$ cat src/rtl/palette_pixel_replication_scaler_core_assert.svh
// ---------------------------------------------------------------------------
// Assertion macros for the palette pixel replication scaler
// Each macro checks one clocked property and reports through $error.
// ---------------------------------------------------------------------------
`ifndef PALETTE_PIXEL_REPLICATION_SCALER_CORE_ASSERT_SVH
`define PALETTE_PIXEL_REPLICATION_SCALER_CORE_ASSERT_SVH

// same-cycle implication
`define PPR_ASSERT_NOW(label, ante, cons, msg) \
  label: assert property (@(posedge clk) disable iff (rst) (ante) |-> (cons)) \
    else $error(msg);

// next-cycle implication
`define PPR_ASSERT_NEXT(label, ante, cons, msg) \
  label: assert property (@(posedge clk) disable iff (rst) (ante) |=> (cons)) \
    else $error(msg);

`endif

$ cat src/rtl/ppr_pkg.sv
`timescale 1ns / 1ps
// ---------------------------------------------------------------------------
// ppr_pkg
// Shared constants, types and the axis and geometry fit functions for the scaler.
// ---------------------------------------------------------------------------
package ppr_pkg;

  localparam int SRC_WIDTH    = 320;
  localparam int SRC_HEIGHT   = 240;
  localparam int COLOR_BITS   = 16;
  localparam int PALETTE_SIZE = 256;
  localparam int MAX_SCALE    = 8;

  localparam int PAL_BITS = (COLOR_BITS < 16) ? COLOR_BITS : 16;
  localparam int PAL_AW   = $clog2(PALETTE_SIZE);
  localparam int COL_W    = $clog2(SRC_WIDTH);
  localparam int ROW_W    = $clog2(SRC_HEIGHT);
  localparam int COPY_W   = $clog2(MAX_SCALE);

  localparam int CFG_IDX_W = 1;
  localparam logic [CFG_IDX_W-1:0] REG_DISPLAY_WIDTH  = 1'b0;
  localparam logic [CFG_IDX_W-1:0] REG_DISPLAY_HEIGHT = 1'b1;

  localparam logic REQ_PALETTE = 1'b0;
  localparam logic REQ_PIXEL   = 1'b1;

  localparam logic [11:0] DISP_W_RESET = 12'd320;
  localparam logic [10:0] DISP_H_RESET = 11'd240;

  typedef struct packed {
    logic [3:0]  scale;
    logic [11:0] offset;
  } axis_t;

  typedef struct packed {
    logic [3:0]  xs;
    logic [11:0] xo;
    logic [3:0]  ys;
    logic [10:0] yo;
    logic        too_small;
  } geom_t;

  typedef struct packed {
    logic [11:0] base_x;
    logic [10:0] dest_y;
    logic        too_small;
    logic [15:0] color;
  } pix_t;

  // scale = min(size / src, MAX_SCALE), offset = half the leftover
  function automatic axis_t axis_fit(input logic [11:0] size, input logic [10:0] src);
    axis_t      r;
    logic [13:0] span;
    r.scale = '0;
    for (int k = 1; k <= MAX_SCALE; k++) begin
      if (14'(size) >= 14'(k) * 14'(src)) r.scale = 4'(k);
    end
    span     = 14'(size) - 14'(r.scale) * 14'(src);
    r.offset = 12'(span >> 1);
    return r;
  endfunction

  function automatic geom_t geom_fit(input logic [11:0] w, input logic [10:0] h);
    geom_t g;
    axis_t ax;
    axis_t ay;
    ax = axis_fit(w, 11'(SRC_WIDTH));
    ay = axis_fit(12'(h), 11'(SRC_HEIGHT));
    g.xs = ax.scale;
    g.xo = ax.offset;
    g.ys = ay.scale;
    g.yo = 11'(ay.offset);
    g.too_small = (w < 12'(SRC_WIDTH)) || (h < 11'(SRC_HEIGHT));
    return g;
  endfunction

endpackage

$ cat src/rtl/ppr_ram.sv
`timescale 1ns / 1ps
// ---------------------------------------------------------------------------
// ppr_ram
// Generic single write port, single read port RAM with registered read.
// ---------------------------------------------------------------------------
module ppr_ram #(
  parameter int WIDTH = 16,
  parameter int DEPTH = 256
) (
  input  logic                     clk,
  input  logic                     we,
  input  logic [$clog2(DEPTH)-1:0] waddr,
  input  logic [WIDTH-1:0]         wdata,
  input  logic                     re,
  input  logic [$clog2(DEPTH)-1:0] raddr,
  output logic [WIDTH-1:0]         rdata
);

  logic [WIDTH-1:0] mem [DEPTH];

  always_ff @(posedge clk) begin
    if (we) mem[waddr] <= wdata;
    if (re) rdata <= mem[raddr];
  end

endmodule

$ cat src/rtl/ppr_cfg.sv
`timescale 1ns / 1ps
// ---------------------------------------------------------------------------
// ppr_cfg
// Display size registers and the registered scale and offset per axis.
// ---------------------------------------------------------------------------
module ppr_cfg (
  input  logic                           clk,
  input  logic                           rst,
  input  logic                           cfg_valid,
  output logic                           cfg_ready,
  input  logic [ppr_pkg::CFG_IDX_W-1:0]  cfg_index,
  input  logic [11:0]                    cfg_data,
  output ppr_pkg::geom_t                 geom
);

  logic [11:0] display_width;
  logic [10:0] display_height;
  logic [11:0] display_width_next;
  logic [10:0] display_height_next;

  assign cfg_ready = 1'b1;

  always_comb begin
    display_width_next  = display_width;
    display_height_next = display_height;
    if (cfg_valid) begin
      unique case (cfg_index)
        ppr_pkg::REG_DISPLAY_WIDTH:  display_width_next  = cfg_data;
        ppr_pkg::REG_DISPLAY_HEIGHT: display_height_next = cfg_data[10:0];
        default: ;
      endcase
    end
  end

  // fit from the next values so the geometry is ready at the write edge
  always_ff @(posedge clk) begin
    if (rst) begin
      display_width  <= ppr_pkg::DISP_W_RESET;
      display_height <= ppr_pkg::DISP_H_RESET;
      geom           <= ppr_pkg::geom_fit(ppr_pkg::DISP_W_RESET, ppr_pkg::DISP_H_RESET);
    end else begin
      display_width  <= display_width_next;
      display_height <= display_height_next;
      geom           <= ppr_pkg::geom_fit(display_width_next, display_height_next);
    end
  end

endmodule

$ cat src/rtl/ppr_emit.sv
`timescale 1ns / 1ps
// ---------------------------------------------------------------------------
// ppr_emit
// Copy emitter: sends one horizontal copy per cycle into the output register unless it is stalled.
// ---------------------------------------------------------------------------
`include "palette_pixel_replication_scaler_core_assert.svh"

module ppr_emit (
  input  logic           clk,
  input  logic           rst,
  input  logic           s1_valid,
  input  ppr_pkg::pix_t  pix,
  input  ppr_pkg::geom_t geom,
  output logic           take,
  output logic           out_valid,
  input  logic           out_ready,
  output logic [11:0]    dest_x,
  output logic [10:0]    dest_y,
  output logic [3:0]     row_count,
  output logic [15:0]    color,
  output logic           too_small,
  output logic           last
);

  logic [ppr_pkg::COPY_W-1:0] x;
  logic                       load;
  logic                       is_last;

  assign load    = s1_valid && (!out_valid || out_ready);
  assign is_last = pix.too_small || (4'({1'b0, x}) + 4'd1 == geom.xs);
  assign take    = load && is_last;

  always_ff @(posedge clk) begin
    if (rst) begin
      x         <= '0;
      out_valid <= 1'b0;
    end else begin
      if (load) begin
        x         <= is_last ? '0 : x + 1'b1;
        out_valid <= 1'b1;
      end else if (out_ready) begin
        out_valid <= 1'b0;
      end
    end
  end

  always_ff @(posedge clk) begin
    if (load) begin
      too_small <= pix.too_small;
      last      <= is_last;
      if (pix.too_small) begin
        dest_x    <= '0;
        dest_y    <= '0;
        row_count <= '0;
        color     <= '0;
      end else begin
        dest_x    <= pix.base_x + 12'(x);
        dest_y    <= pix.dest_y;
        row_count <= geom.ys;
        color     <= pix.color;
      end
    end
  end

  `PPR_ASSERT_NOW(a_err_is_last, out_valid && too_small, last, "error word without last")
  `PPR_ASSERT_NOW(a_copy_in_range, s1_valid && !pix.too_small, 4'({1'b0, x}) < geom.xs,
    "copy index beyond scale")
  `PPR_ASSERT_NEXT(a_hold_on_stall, out_valid && !out_ready, $stable(x) && out_valid,
    "copy index moved while output stalled")

endmodule

$ cat src/rtl/palette_pixel_replication_scaler_core.sv
`timescale 1ns / 1ps
// ---------------------------------------------------------------------------
// palette_pixel_replication_scaler_core
// Palette lookup and integer pixel replication onto a larger display.
// ---------------------------------------------------------------------------
// A palette write gives no word. A source pixel gives xs words, xs being
// the horizontal scale (1 to 8, from the display width), or a single error
// word when the display is smaller than the source. The copy emitter sends
// one output word per cycle, unless the output stalls, from a single output
// register, and the next pixel is taken in the cycle its last copy is loaded
// into that register. A taken pixel is registered in the s1 stage, then its
// words in the output register; output stalls hold the pixel in place.
// The palette RAM has no reset; entries must be written before pixels use them.
// Scale and offset are refit at the edge of a display size write.

module palette_pixel_replication_scaler_core (
  input  logic                          clk,
  input  logic                          rst,
  input  logic                          cfg_valid,
  output logic                          cfg_ready,
  input  logic [ppr_pkg::CFG_IDX_W-1:0] cfg_index,
  input  logic [11:0]                   cfg_data,
  input  logic                          in_valid,
  output logic                          in_ready,
  input  logic                          req_type,
  input  logic [7:0]                    palette_index,
  input  logic [15:0]                   palette_color,
  input  logic [7:0]                    pixel_index,
  input  logic                          frame_start,
  output logic                          out_valid,
  input  logic                          out_ready,
  output logic [11:0]                   dest_x,
  output logic [10:0]                   dest_y,
  output logic [3:0]                    row_count,
  output logic [15:0]                   color,
  output logic                          too_small,
  output logic                          last
);

  ppr_pkg::geom_t geom;
  ppr_pkg::pix_t  pix;

  logic                         accept;
  logic                         pix_acc;
  logic                         pal_we;
  logic                         take;
  logic [ppr_pkg::PAL_BITS-1:0] ram_rdata;

  logic [ppr_pkg::COL_W-1:0] col;
  logic [ppr_pkg::ROW_W-1:0] row;
  logic [ppr_pkg::COL_W-1:0] col_cur;
  logic [ppr_pkg::ROW_W-1:0] row_cur;
  logic [13:0]               base_x_wide;
  logic [13:0]               dest_y_wide;

  logic        s1_valid;
  logic [11:0] s1_base_x;
  logic [10:0] s1_dest_y;
  logic        s1_too_small;
  logic        s1_color_ok;

  assign in_ready = !s1_valid || take;
  assign accept   = in_valid && in_ready;
  assign pix_acc  = accept && (req_type == ppr_pkg::REQ_PIXEL);
  assign pal_we   = accept && (req_type == ppr_pkg::REQ_PALETTE) &&
                    ({1'b0, palette_index} < 9'(ppr_pkg::PALETTE_SIZE));

  ppr_cfg u_cfg (
    .clk       (clk),
    .rst       (rst),
    .cfg_valid (cfg_valid),
    .cfg_ready (cfg_ready),
    .cfg_index (cfg_index),
    .cfg_data  (cfg_data),
    .geom      (geom)
  );

  ppr_ram #(
    .WIDTH (ppr_pkg::PAL_BITS),
    .DEPTH (ppr_pkg::PALETTE_SIZE)
  ) u_palette (
    .clk   (clk),
    .we    (pal_we),
    .waddr (palette_index[ppr_pkg::PAL_AW-1:0]),
    .wdata (palette_color[ppr_pkg::PAL_BITS-1:0]),
    .re    (pix_acc),
    .raddr (pixel_index[ppr_pkg::PAL_AW-1:0]),
    .rdata (ram_rdata)
  );

  // start of frame restarts the raster before this pixel
  assign col_cur     = frame_start ? '0 : col;
  assign row_cur     = frame_start ? '0 : row;
  assign base_x_wide = 14'(geom.xo) + 14'(col_cur) * 14'(geom.xs);
  assign dest_y_wide = 14'(geom.yo) + 14'(row_cur) * 14'(geom.ys);

  always_ff @(posedge clk) begin
    if (rst) begin
      col      <= '0;
      row      <= '0;
      s1_valid <= 1'b0;
    end else begin
      if (in_ready) s1_valid <= pix_acc;
      if (pix_acc) begin
        if (col_cur == ppr_pkg::COL_W'(ppr_pkg::SRC_WIDTH - 1)) begin
          col <= '0;
          row <= (row_cur == ppr_pkg::ROW_W'(ppr_pkg::SRC_HEIGHT - 1)) ? '0
                                                                        : row_cur + 1'b1;
        end else begin
          col <= col_cur + 1'b1;
          row <= row_cur;
        end
      end
    end
  end

  always_ff @(posedge clk) begin
    if (pix_acc) begin
      s1_base_x    <= base_x_wide[11:0];
      s1_dest_y    <= dest_y_wide[10:0];
      s1_too_small <= geom.too_small;
      s1_color_ok  <= {1'b0, pixel_index} < 9'(ppr_pkg::PALETTE_SIZE);
    end
  end

  always_comb begin
    pix.base_x    = s1_base_x;
    pix.dest_y    = s1_dest_y;
    pix.too_small = s1_too_small;
    pix.color     = s1_color_ok ? 16'(ram_rdata) : '0;
  end

  ppr_emit u_emit (
    .clk       (clk),
    .rst       (rst),
    .s1_valid  (s1_valid),
    .pix       (pix),
    .geom      (geom),
    .take      (take),
    .out_valid (out_valid),
    .out_ready (out_ready),
    .dest_x    (dest_x),
    .dest_y    (dest_y),
    .row_count (row_count),
    .color     (color),
    .too_small (too_small),
    .last      (last)
  );

endmodule
$ cat config.mk
export PLATFORM = sky130hd
export DESIGN_NAME = palette_pixel_replication_scaler_core
export DESIGN_NICKNAME = d
export VERILOG_FILES = /design/src/rtl/ppr_pkg.sv /design/src/rtl/ppr_ram.sv /design/src/rtl/ppr_cfg.sv /design/src/rtl/ppr_emit.sv /design/src/rtl/palette_pixel_replication_scaler_core.sv
export VERILOG_INCLUDE_DIRS = /design/src /design/src/rtl
export SDC_FILE = /design/constraint.sdc
export NUM_CORES = 2
export LEC_CHECK = 0
export ABC_AREA = 0
export BUFFER_PORTS_ARGS = -buffer_cell sky130_fd_sc_hd__buf_4
export CAP_MARGIN = 5
export CORE_MARGIN = 5
export CORE_UTILIZATION = 35
export DETAILED_ROUTE_END_ITERATION = 7
export SYNTH_ARGS = -nofsm -noshare
export SYNTH_HDL_FRONTEND = slang
export SYNTH_SLANG_ARGS = --single-unit
export TNS_END_PERCENT = 5
$ cat constraint.sdc
create_clock -name clk -period 7.7 [get_ports clk]
set_clock_uncertainty 0.1 [all_clocks]
set_input_delay 0.77 -clock clk [delete_from_list [all_inputs] [get_ports clk]]
set_output_delay 0.77 -clock clk [all_outputs]
set_load 0.03 [all_outputs]
[Word level (Yosys, flattened, before mapping)]
Memories as Yosys holds them, arrays and structs flattened. A register that Yosys moved wholly into a read port is not among the register bits.
Cells that the tools add are included.
Storage, ports and cells
  register bits: 146
  bits in writable memories: 4096
  bits of input ports: 52
  output and inout bits: 48
  word-level logic and storage cells: 101
  memories kept: 1
Memory list
  u_palette.mem: depth 256, width 16, rd ports 1, clocked after memory_dff 1, wr ports 1, RTL line ppr_ram.sv:19  | logic [WIDTH-1:0] mem [DEPTH];
Cells by class
  add/sub/neg operators: 9
  multipliers: 4
  order comparisons: 18
  eq/ne operators: 3
  multiplexer cells: 32
  bitwise logic cells: 1
  reduce and logical (&&, ||, !) cells: 12
Operators by type and width (count)
  $ge 11x11->1 const B: 4
  $ge 12x11->1 const B: 3
  $mux 3: 9
  $ge 12x10->1 const B: 2
  $ge 12x12->1 const B: 2
  $mux 12: 2
  $mux 8: 3
  $ge 11x10->1 const B: 2
  $mux 11: 2
  $mux 9: 2
  $mux 4: 4
  $sub 12x13->13: 1
  $add 12x12->12: 1
  $add 12x3->12: 1
  $ge 12x9->1 const B: 1
  $lt 12x9->1 const B: 1
  $mul 9x4->12: 1
  $sub 11x12->12: 1
  $add 11x11->11: 1
  $ge 11x8->1 const B: 1
  $ge 11x9->1 const B: 1
  $lt 11x8->1 const B: 1
  $mul 8x4->11: 1
  $add 9x1->9 const B: 1
  other kinds (15): 31

[Depth between registers and ports, before layout]
  word-level depth: 14
  mapped depth: 23
  depth with buffers taken out: 22

[Hierarchy]
A second synthesis with hierarchy kept.
Second synthesis, totals
  cells, all modules: 8329
  area total of the unflattened synthesis: 168263.9 sq um
Modules (own cells, without submodules)
  ppr_ram: instances 1, cells an instance 7360, area an instance 158874.9 sq um, sequential area each 123478.4 sq um
  palette_pixel_replication_scaler_core: instances 1, cells an instance 492, area an instance 4395.5 sq um, sequential area each 1081.0 sq um
  ppr_cfg: instances 1, cells an instance 320, area an instance 2856.5 sq um, sequential area each 900.9 sq um
  ppr_emit: instances 1, cells an instance 157, area an instance 2137.0 sq um, sequential area each 1431.4 sq um

[Worst setup path before layout]
OpenSTA, ideal clock, no wires.
  path kind: input to register
  from: input cfg_valid
  to: register u_cfg.geom[10] (netlist name)
  setup time: 0.128 ns
  arrival: 5.008 ns
  data required time: 7.472 ns
  slack: 2.464 ns
  stages on the path: 21
  path buffers: 1
  path through: and2_1 > clkbuf_1 > mux2i_1 > inv_1 > a31oi_1 > o21ai_0 > a211oi_1 > o22ai_1 > fa_1 > inv_1 > ha_1 > inv_1 > xnor2_1 > inv_1 > fa_1 > ha_1 > a21o_1 > a21o_1 > a21oi_1 > xor2_1 > nor2_1
On the way
  cells in the longest elaborated chain, start to end: 13
  elaborated cells on any way between the ends: 20
  classes of those cells: add/sub: 1; mul: 1; order compare: 8; mux: 10
RTL lines
  start, declared: RTL line palette_pixel_replication_scaler_core.sv:19  | input logic cfg_valid,
  $mux 11 (*): RTL line ppr_cfg.sv:26  | if (cfg_valid) begin
  named net u_cfg.display_height_next[5]: RTL line ppr_cfg.sv:19  | logic [10:0] display_height_next;
  $ge 11x8->1: RTL line ppr_pkg.sv:56  | if (14'(size) >= 14'(k) * 14'(src)) r.scale = 4'(k);
  $mux 1: RTL line ppr_pkg.sv:56
  $mux 2 (2 in series): RTL line ppr_pkg.sv:56
  $mux 3 (4 in series): RTL line ppr_pkg.sv:56
  $mux 4: RTL line ppr_pkg.sv:56
  $mux 4: RTL line ppr_cfg.sv:37  | if (rst) begin
  $mul 4x4->8: RTL line ppr_pkg.sv:58  | span = 14'(size) - 14'(r.scale) * 14'(src);
  $sub 11x12->12 (*): RTL line ppr_pkg.sv:58
The timed path passes the listed nets; every way through them passes the cells marked *. The select of a mux whose other input is x is not followed.
A chain may end at the register's enable or synchronous reset.

[Worst setup path after layout]
  from: input cfg_index
  to: register u_cfg.geom[10] (netlist name)
On the way
  cells in the longest elaborated chain, start to end: 14
  elaborated cells on any way between the ends: 21
  classes of those cells: add/sub: 1; mul: 1; order compare: 8; mux: 11
RTL lines
  start, declared: RTL line palette_pixel_replication_scaler_core.sv:21  | input logic [ppr_pkg::CFG_IDX_W-1:0] cfg_index,
  $mux 11 (*): RTL line ppr_cfg.sv:27  | unique case (cfg_index)
  $mux 11 (*): RTL line ppr_cfg.sv:26
  named net u_cfg.display_height_next[6]: RTL line ppr_cfg.sv:19
  $ge 11x8->1: RTL line ppr_pkg.sv:56
  $mux 1: RTL line ppr_pkg.sv:56
  $mux 2 (2 in series): RTL line ppr_pkg.sv:56
  $mux 3 (4 in series): RTL line ppr_pkg.sv:56
  $mux 4: RTL line ppr_pkg.sv:56
  $mux 4: RTL line ppr_cfg.sv:37
  $mul 4x4->8: RTL line ppr_pkg.sv:58
  $sub 11x12->12 (*): RTL line ppr_pkg.sv:58
Marks and branches as above.

==> flow_summary.ini <==
[critical_path]
worstPathMaxFanout = 9
cpPeakStageDelay_ps = 660
worstPathArrival_ps = 6260
crit_top_cell = inv_1
cp_num_buf_inv = 6
worstSetupPathType = in -> reg
cp_slowest_cell = mux2i_1
worstReg2RegStart = u_emit.x[0]
cp-startpoint = cfg_index
critPathRequiredTime_ps = 8450
startpoint_type = input port
end_kind = flop
worstPathCellList = dlygate4sd3_1 -> buf_4 -> and2_1 -> mux2i_1 -> inv_1 -> a31oi_1 -> o21ai_0 -> a211oi_1 -> o22ai_1 -> fa_1 -> inv_1 -> ha_1 -> inv_1 -> xnor2_1 -> inv_1 -> fa_1 -> ha_1 -> a21o_1 -> a21o_1 -> a21oi_1 -> xor2_1 -> nor2_1
cp_top_family = adder cells

[clock_tree]
clock_sinks = 4248
post_cts_buffers = 0
cts_tree = built
clk_pin_slew_ps = 50
numCtsBuffers = 412
hold_buffers = 7
cts_htree_levels = 5
clk_path_buf_depth = 4
cts-resized-gates = 0
clkLatencyLatePin_ps = 1030
cts_root_buf = clkbuf_16

[pwr]
leakagePower_nw = 59.7
clkPwrFrac = 0.410
power_frac_comb = 0.054
switching_share = 0.217
seqPwrFrac = 0.537
ir_drop_mv = 0.217
p_switching_mw = 10.3
internal-power_mw = 37.2
p_total_mw = 47.6
p_per_area_nw_per_um2 = 253

[synth]
yosysWarningCount = 0
synth_edf_count = 4181
synth_area_per_cell_um2 = 20.6
synth-async-reset-ratio = 0
yosysSeqAreaShare = 0.770
ys_types = 67
netlist_instances = 8004
synth_ff_type = edfxtp_1
syn-cell-area_um2 = 165000
ys_ff_latch = 4248
syn_nets = 8170

[grt]
grt_pass1_wl_mm = 602
grt_max_degree = 189
antenna_found_initial = 41
grt_pass1_vias = 81800
grt_usage = 0.170
grt_remaining_overflow = 0

[placement]
hpwl_mm = 252
io_buffers = 97
gp_congestion = 0.825
dp_cells = 14300

[die]
num_rows = 252
die_area_um2 = 485000
fp.dieH_um = 696
io_pins = 100
core_area_um2 = 470000
die_w_um = 696
start_util = 0.350

[route]
vias = 82000
dr.pass1.iters = 6
drt_iter0_drc = 9361
drc_errors = 0
drt-total-wl_mm = 425
ant_nets = 0
routedWlPerCell_um = 28.3
viasPerCell = 5.46

[sta]
finalSetupViolations = 0
period_share = 0.716
fin_crit_ps = 5520
fin_setup_tns_ps = 0
worst_pin_slew_ps = 1370
grt_setup_unrepaired = no
maxSlewHeadroom = 0.0860
max_freq_mhz = 181
slew_viol_final = 0
hold_ws_ps = 111
finalHoldViolCount = 0

[cells_and_area]
fin_util = 0.400
multiInputGateArea_um2 = 35700
final_common_cell = edfxtp_1
final_cell_mix = edfxtp_1, mux4_2, mux2i_1
regArea_um2 = 127000
drive_above_1_share = 0.221
fill_cells = 41300
layout.nets = 8615
area_delta_synth_final_pct = 14.0
fin_cells = 15000

[hold_path]
hold_start = cfg_data[7]
hold_class = in -> reg

[run_status]
status = finished, final reports clean

[job]
drv_cap = 0
-- path summary, 6_finish.rpt --
check	slack (ps)	cells past startpoint	end
worst max register to register	2560	9	u_palette.mem[230][10]
worst max-delay path	2180	22	u_cfg.geom[10]
worst min register to register	310	0	s1_too_small
worst min-delay path	110	3	u_cfg.display_height[7]
-- per-stage QoR --
stage	cell area, µm²	setup slack (ps)
2_1_floorplan	165000	2460
5_1_grt	188000	1880
3_5_place_dp	175000	1840
3_3_place_gp	175000	1490
6_report	188000	2180
4_1_cts	188000	2390
-- area by class of cell --
class / count / area share
inverters: 90 / 0.00180
repair buffers: 492 / 0.0225
multi-input cells: 3205 / 0.190
clock inverters: 246 / 0.0116
clock buffers: 492 / 0.0570
flip-flops and latches: 4248 / 0.675
diodes: 16 / 0.000213
well taps: 6223 / 0.0414
-- cells by family after synthesis --
logic type	Yosys count	share of synthesized area
multiplexers	1287	0.139
adder cells (fa/ha/maj)	114	0.0108
AO/OA/AOI/OAI	853	0.0366
buffers and inverters	551	0.0147
XOR/XNOR	47	0.00250
other	1	0.0000228
flip-flops	4248	0.770
AND/OR/NAND/NOR	903	0.0266
-- synth_stat cells, types with 15 or more instances --
master	count	area, µm²
a21o_1	22	165
a21oi_1	99	495
a221oi_1	80	701
a22o_1	163	1430
a22oi_1	105	788
and2_1	38	238
buf_1	50	188
buf_2	116	581
buf_4	54	405
clkbuf_1	241	905
dfxtp_1	67	1340
edfxtp_1	4181	126000
fa_1	48	961
ha_1	66	826
inv_1	88	330
mux2_2	15	169
mux2i_1	478	4780
mux4_2	794	17900
nand2_1	140	526
nand3_1	63	315
nor2_1	324	1220
nor2b_1	75	469
nor3_1	93	465
nor4_1	103	644
o21ai_0	40	200
o22ai_1	292	1830
xnor2_1	30	263
xor2_1	17	149
-- registers in the layout (all words and copies together), names as in the netlist --
signal,cells
u_emit.row_count,4
u_emit.color,16
u_palette.rdata,16
s1_too_small,1
u_palette.mem,4096
col,9
s1_dest_y,11
u_cfg.display_width,11
u_emit.out_valid,1
s1_base_x,12
u_cfg.display_height,10
u_emit.too_small,1
s1_valid,1
u_emit.last,1
u_cfg.geom,24
u_emit.x,3
row,8
u_emit.dest_y,11
u_emit.dest_x,12
-- layer usage --
metal / vias up / share of wire / GRT usage
li1: 34200 / - / -
met1: 43700 / 0.41 / 0.235
met2: 3423 / 0.48 / 0.273
met3: 608 / 0.084 / 0.0347
met4: 26 / 0.030 / 0.0514
met5: - / 0.00041 / 0
-- power by group through the flow --
stage               sequential (mW)  clock [mW]  combinational, mW
finish                         25.5        19.5               2.54
global route                   25.5        20.8               2.70
detailed placement             26.0           0               2.55
global placement               26.0           0               2.51
CTS                            25.5        19.8               2.56
floorplan                      26.0           0               1.40
-- worst register-to-register path: stages (launching register included) --
cell      delay [ps]
dfxtp_1          380
ha_1             260
xor2_1           150
or3_1            330
a221oi_2         460
o21ai_2          400
nor4b_4          610
nand3_1          850
nor2_1          1000
buf_4            330
No activity file was read; power rests on OpenSTA's default activity.
